<file path="src/design/saclru_pkg.sv">
// ----------------------------------------------------------------------------
// saclru_pkg
// Shared types and constants for the set-associative cache lookup with
// counter-based LRU replacement.
// ----------------------------------------------------------------------------
`default_nettype none

package saclru_pkg;

    localparam int NUM_SETS_DEF    = 64;
    localparam int NUM_WAYS_DEF    = 4;
    localparam int OFFSET_BITS_DEF = 4;
    localparam int ADDR_BITS_DEF   = 32;

    localparam int ADDR_W     = 32;
    localparam int ADDR_EXT_W = 48;
    localparam int AGE_W      = 16;
    localparam int WAY_OUT_W  = 2;
    localparam int VTAG_W     = 22;

    localparam logic [AGE_W-1:0] AGE_MAX = {AGE_W{1'b1}};

    localparam logic CMD_READ  = 1'b0;
    localparam logic CMD_WRITE = 1'b1;

    typedef enum logic [1:0] {
        ST_IDLE   = 2'b01,
        ST_LOOKUP = 2'b10
    } state_t;

    typedef struct packed {
        logic accept;
        logic commit;
    } ctrl_t;

endpackage

`default_nettype wire

</file>
<file path="src/design/saclru_ctrl.sv">
// ----------------------------------------------------------------------------
// saclru_ctrl
// Controller: sequences accept, set-row read and row commit, and owns the
// handshake state of both channels.
// ----------------------------------------------------------------------------
`default_nettype none

module saclru_ctrl (
    input  wire logic               clk,
    input  wire logic               rst_n,
    input  wire logic               in_valid,
    output logic                    in_ready,
    output logic                    out_valid,
    input  wire logic               out_ready,
    output saclru_pkg::ctrl_t       ctrl
);

    saclru_pkg::state_t state_reg;
    saclru_pkg::state_t state_next;
    logic               out_valid_reg;
    logic               out_valid_next;

    always_comb
    begin
        ctrl.accept    = (state_reg == saclru_pkg::ST_IDLE) && in_valid;
        ctrl.commit    = (state_reg == saclru_pkg::ST_LOOKUP) && (!out_valid_reg || out_ready);
        state_next     = state_reg;
        out_valid_next = out_valid_reg;
        if (out_ready)
        begin
            out_valid_next = 1'b0;
        end
        if (ctrl.commit)
        begin
            out_valid_next = 1'b1;
        end
        case (state_reg)
            saclru_pkg::ST_IDLE:
            begin
                if (ctrl.accept)
                begin
                    state_next = saclru_pkg::ST_LOOKUP;
                end
            end
            saclru_pkg::ST_LOOKUP:
            begin
                if (ctrl.commit)
                begin
                    state_next = saclru_pkg::ST_IDLE;
                end
            end
            default:
            begin
                state_next = saclru_pkg::ST_IDLE;
            end
        endcase
    end

    always_ff @(posedge clk or negedge rst_n)
    begin
        if (!rst_n)
        begin
            state_reg     <= saclru_pkg::ST_IDLE;
            out_valid_reg <= 1'b0;
        end
        else
        begin
            state_reg     <= state_next;
            out_valid_reg <= out_valid_next;
        end
    end

    assign in_ready  = (state_reg == saclru_pkg::ST_IDLE);
    assign out_valid = out_valid_reg;

endmodule

`default_nettype wire

</file>
<file path="config.mk">
export PLATFORM = sky130hd
export DESIGN_NAME = saclru_ctrl
export DESIGN_NICKNAME = d
export VERILOG_FILES = /design/src/design/saclru_pkg.sv /design/src/design/saclru_ctrl.sv
export SDC_FILE = /design/constraint.sdc
export NUM_CORES = 1
export LEC_CHECK = 0
export ABC_CLOCK_PERIOD_IN_PS = 1000
export BUFFER_PORTS_ARGS = -buffer_cell sky130_fd_sc_hd__buf_4
export CAP_MARGIN = 20
export CORE_AREA = 4 4 41 43
export CTS_BUF_LIST = sky130_fd_sc_hd__clkbuf_8 sky130_fd_sc_hd__clkbuf_16
export CTS_CLUSTER_SIZE = 12
export DETAILED_ROUTE_END_ITERATION = 16
export DIE_AREA = 0 0 45 47
export SYNTH_ARGS = -nofsm -noshare
export SYNTH_HDL_FRONTEND = slang
export SYNTH_SLANG_ARGS = --single-unit
</file>
<file path="constraint.sdc">
create_clock -name clk -period 1 [get_ports clk]
set_input_delay 0.15 -clock clk [delete_from_list [all_inputs] [get_ports clk]]
set_output_delay 0.15 -clock clk [all_outputs]
set_load 0.01 [all_outputs]
</file>
==> results.toml <==
[routing]
post_drt_wl_per_cell_um = 9.71
num_vias = 133
drc_errors = 0
viasPerCell = 3.24
drt_first_pass_iters = 1
wirelength_um = 398
drtIter0Drc = 0
antenna_left = 0

[power_and_ir_drop]
power_w = 0.000606
peakVddDrop_mv = 0.310
p_leak_nw = 0.149
powerDensity_mw_per_mm2 = 2060

[timing]
setup_viol = 3
min_period_ns = 1.20
min_period_over_period_pct = 120
clock_skew_ns = 0.00164
slew_viol_final = 0
worst_pin_slew_ns = 0.162
rsz0062_at_grt = "yes"
hold_viol = 0
fin_ws_ns = -0.196
maxSlewHeadroom_pct = 89.2
whs_ns = 0.0852
fmax_ghz = 0.836

[worst_setup_path]
path_class = "reg -> out"
startpoint_type = "flip-flop"
rr_worst_depth = 3
r2r-end = "state_reg[0]$_DFFE_PN1P_"
cp_max_fo = 3
ff2ff_setup_slack_ns = 0.01
end_kind = "output port"
worst_ep_required_time_ns = 0.85
arrival_ns = 1.05
timing.rr.start = "state_reg[0]$_DFFE_PN1P_"

[final_layout]
final_common_cell = "buf_4"
layout_common_cells = "buf_4 (9), clkbuf_8 (3), dfrtp_1 (2)"
nets = 31
antennaDiodeCount = 0
syn_to_final_growth_pct = 114
largest_reg_flops = 2
drive_gt1_share_pct = 65.4
design_area_sq_um = 294

[synth]
ys_seq_elements = 3
synth_top_cell_by_area = "dfrtp_1"
synth-warning-count = 0
syn_inst = 12
yosys.area.top_type_share_pct = 36.4
syn_area_sq_um = 138
post_synth.cell_area_avg_sq_um = 11.5
synth.distinct_cells = 9
ys_top_cells_by_area = "dfrtp_1 (36%), dfstp_2 (19%), nand2b_1 (9.1%), nor2b_1 (9.1%), a2bb2oi_1 (6.4%)"
syn_nets = 16
yosysSeqAreaShare_pct = 55.5

[die]
core-area_sq_mm = 0.00130
fp.dieW_um = 45
pin_count = 8
die_area_sq_mm = 0.00212
start_util_pct = 10.6
row_count = 13
die_y_um = 47

[clock_tree]
ctsRootBufferMaster = "clkbuf_8"
clk_latency_ns = 0.22
cts.htree.levels = 1
cts_tree = "built"
clockBufferDepth = 2
clk_pin_slew_ns = 0.03
cts-buffers-inserted = 3
clock_sinks = 3

[placement]
gp_congestion = 0.557
port_buffers = 7
dpl_cell_area_sq_um = 216

[min_path]
min_to = "state_reg[0]$_DFFE_PN1P_"
hp-class = "in -> reg"
hp-start = "in_valid"
whs_path_depth = 2

[global_routing]
grt_pass1_vias = 159
grt_pass1_wl_um = 634
grt_overflow = 0
grt_max_degree = 4
antenna_found_initial = 0
track_usage_pct = 5.30

[job]
drv_cap = 0

[status]
status = "complete, but fails checks"
failed_checks = "negative setup slack"
-- report_power, final --
group          internal, W  switching (W)  leakage, nW
Clock             0.000261      0.0000794       0.0269
Combinational    0.0000705      0.0000411       0.0856
Sequential        0.000141      0.0000127       0.0367
-- layer usage --
metal / vias to the layer above / wire length [um] / GRT usage [%]
li1: 67 / - / -
met1: 55 / 168 / 4.58
met2: 9 / 159 / 6.50
met3: 2 / 53 / 3.45
met4: 0 / 17 / 8.77
met5: - / 0 / 0
-- final cells by class --
class,instances,area (sq um)
clock inverters,1,3.75
multi-input cells,8,65.1
flip-flops and latches,3,76.3
clock buffers,3,41.3
well taps,15,18.8
repair buffers,11,88.8
fillers,155,1010
-- kinds of logic (layout without fill, tap and decap cells) --
| logic type | after synthesis | after routing | share of synthesized area (%) |
|---|---|---|---|
| and+or+nand+nor | 6 | 6 | 27.3 |
| DFF | 3 | 3 | 55.5 |
| AOI/OAI and AO/OA | 2 | 2 | 11.8 |
| buffers and inverters | 1 | 15 | 5.46 |
-- cell usage after synthesis --
cell type  n
a2bb2oi_1  1
dfrtp_1    2
o21bai_1   1
buf_4      1
dfstp_2    1
nand2_1    1
and3b_1    1
nor2b_1    2
nand2b_1   2
-- worst max-delay path: stages (launching register included) --
cell and delay, ns:
dfstp_2 0.52, and3b_2 0.20, buf_6 0.10
-- timing repair --
action / 4_1_cts / 5_1_grt
endpoints found under the hold margin: 3 / 0
endpoints found under the setup margin: 3 / 3
hold buffers: 1 / 0
resized for setup: 4 / 0
buffers inserted: 0 / 1
-- through the flow --
step                      instances  TNS (ns)  worst slack [ns]  util [%]
after floorplan                  12         0            0.0171         -
after global placement           35   -0.0151           -0.0151      16.6
after detailed placement         35   -0.0184           -0.0184      16.6
after CTS                        40    -0.581            -0.204      22.0
after global routing             41    -0.720            -0.230      22.6
final                            41    -0.563            -0.196      22.6
-- how the worst max path moves through the flow --
stage,from,to,slack (ns),depth (start not counted)
after global routing,state_reg[0]$_DFFE_PN1P_,ctrl[0],-0.23,3
after floorplan,state_reg[0]$_DFFE_PN1P_,ctrl[0],0.02,3
after detailed placement,state_reg[0]$_DFFE_PN1P_,ctrl[0],-0.02,3
after global placement,state_reg[0]$_DFFE_PN1P_,ctrl[0],-0.02,3
after CTS,state_reg[0]$_DFFE_PN1P_,ctrl[1],-0.20,2
final,state_reg[0]$_DFFE_PN1P_,ctrl[1],-0.20,2
Power figures use the tool's default switching activity.
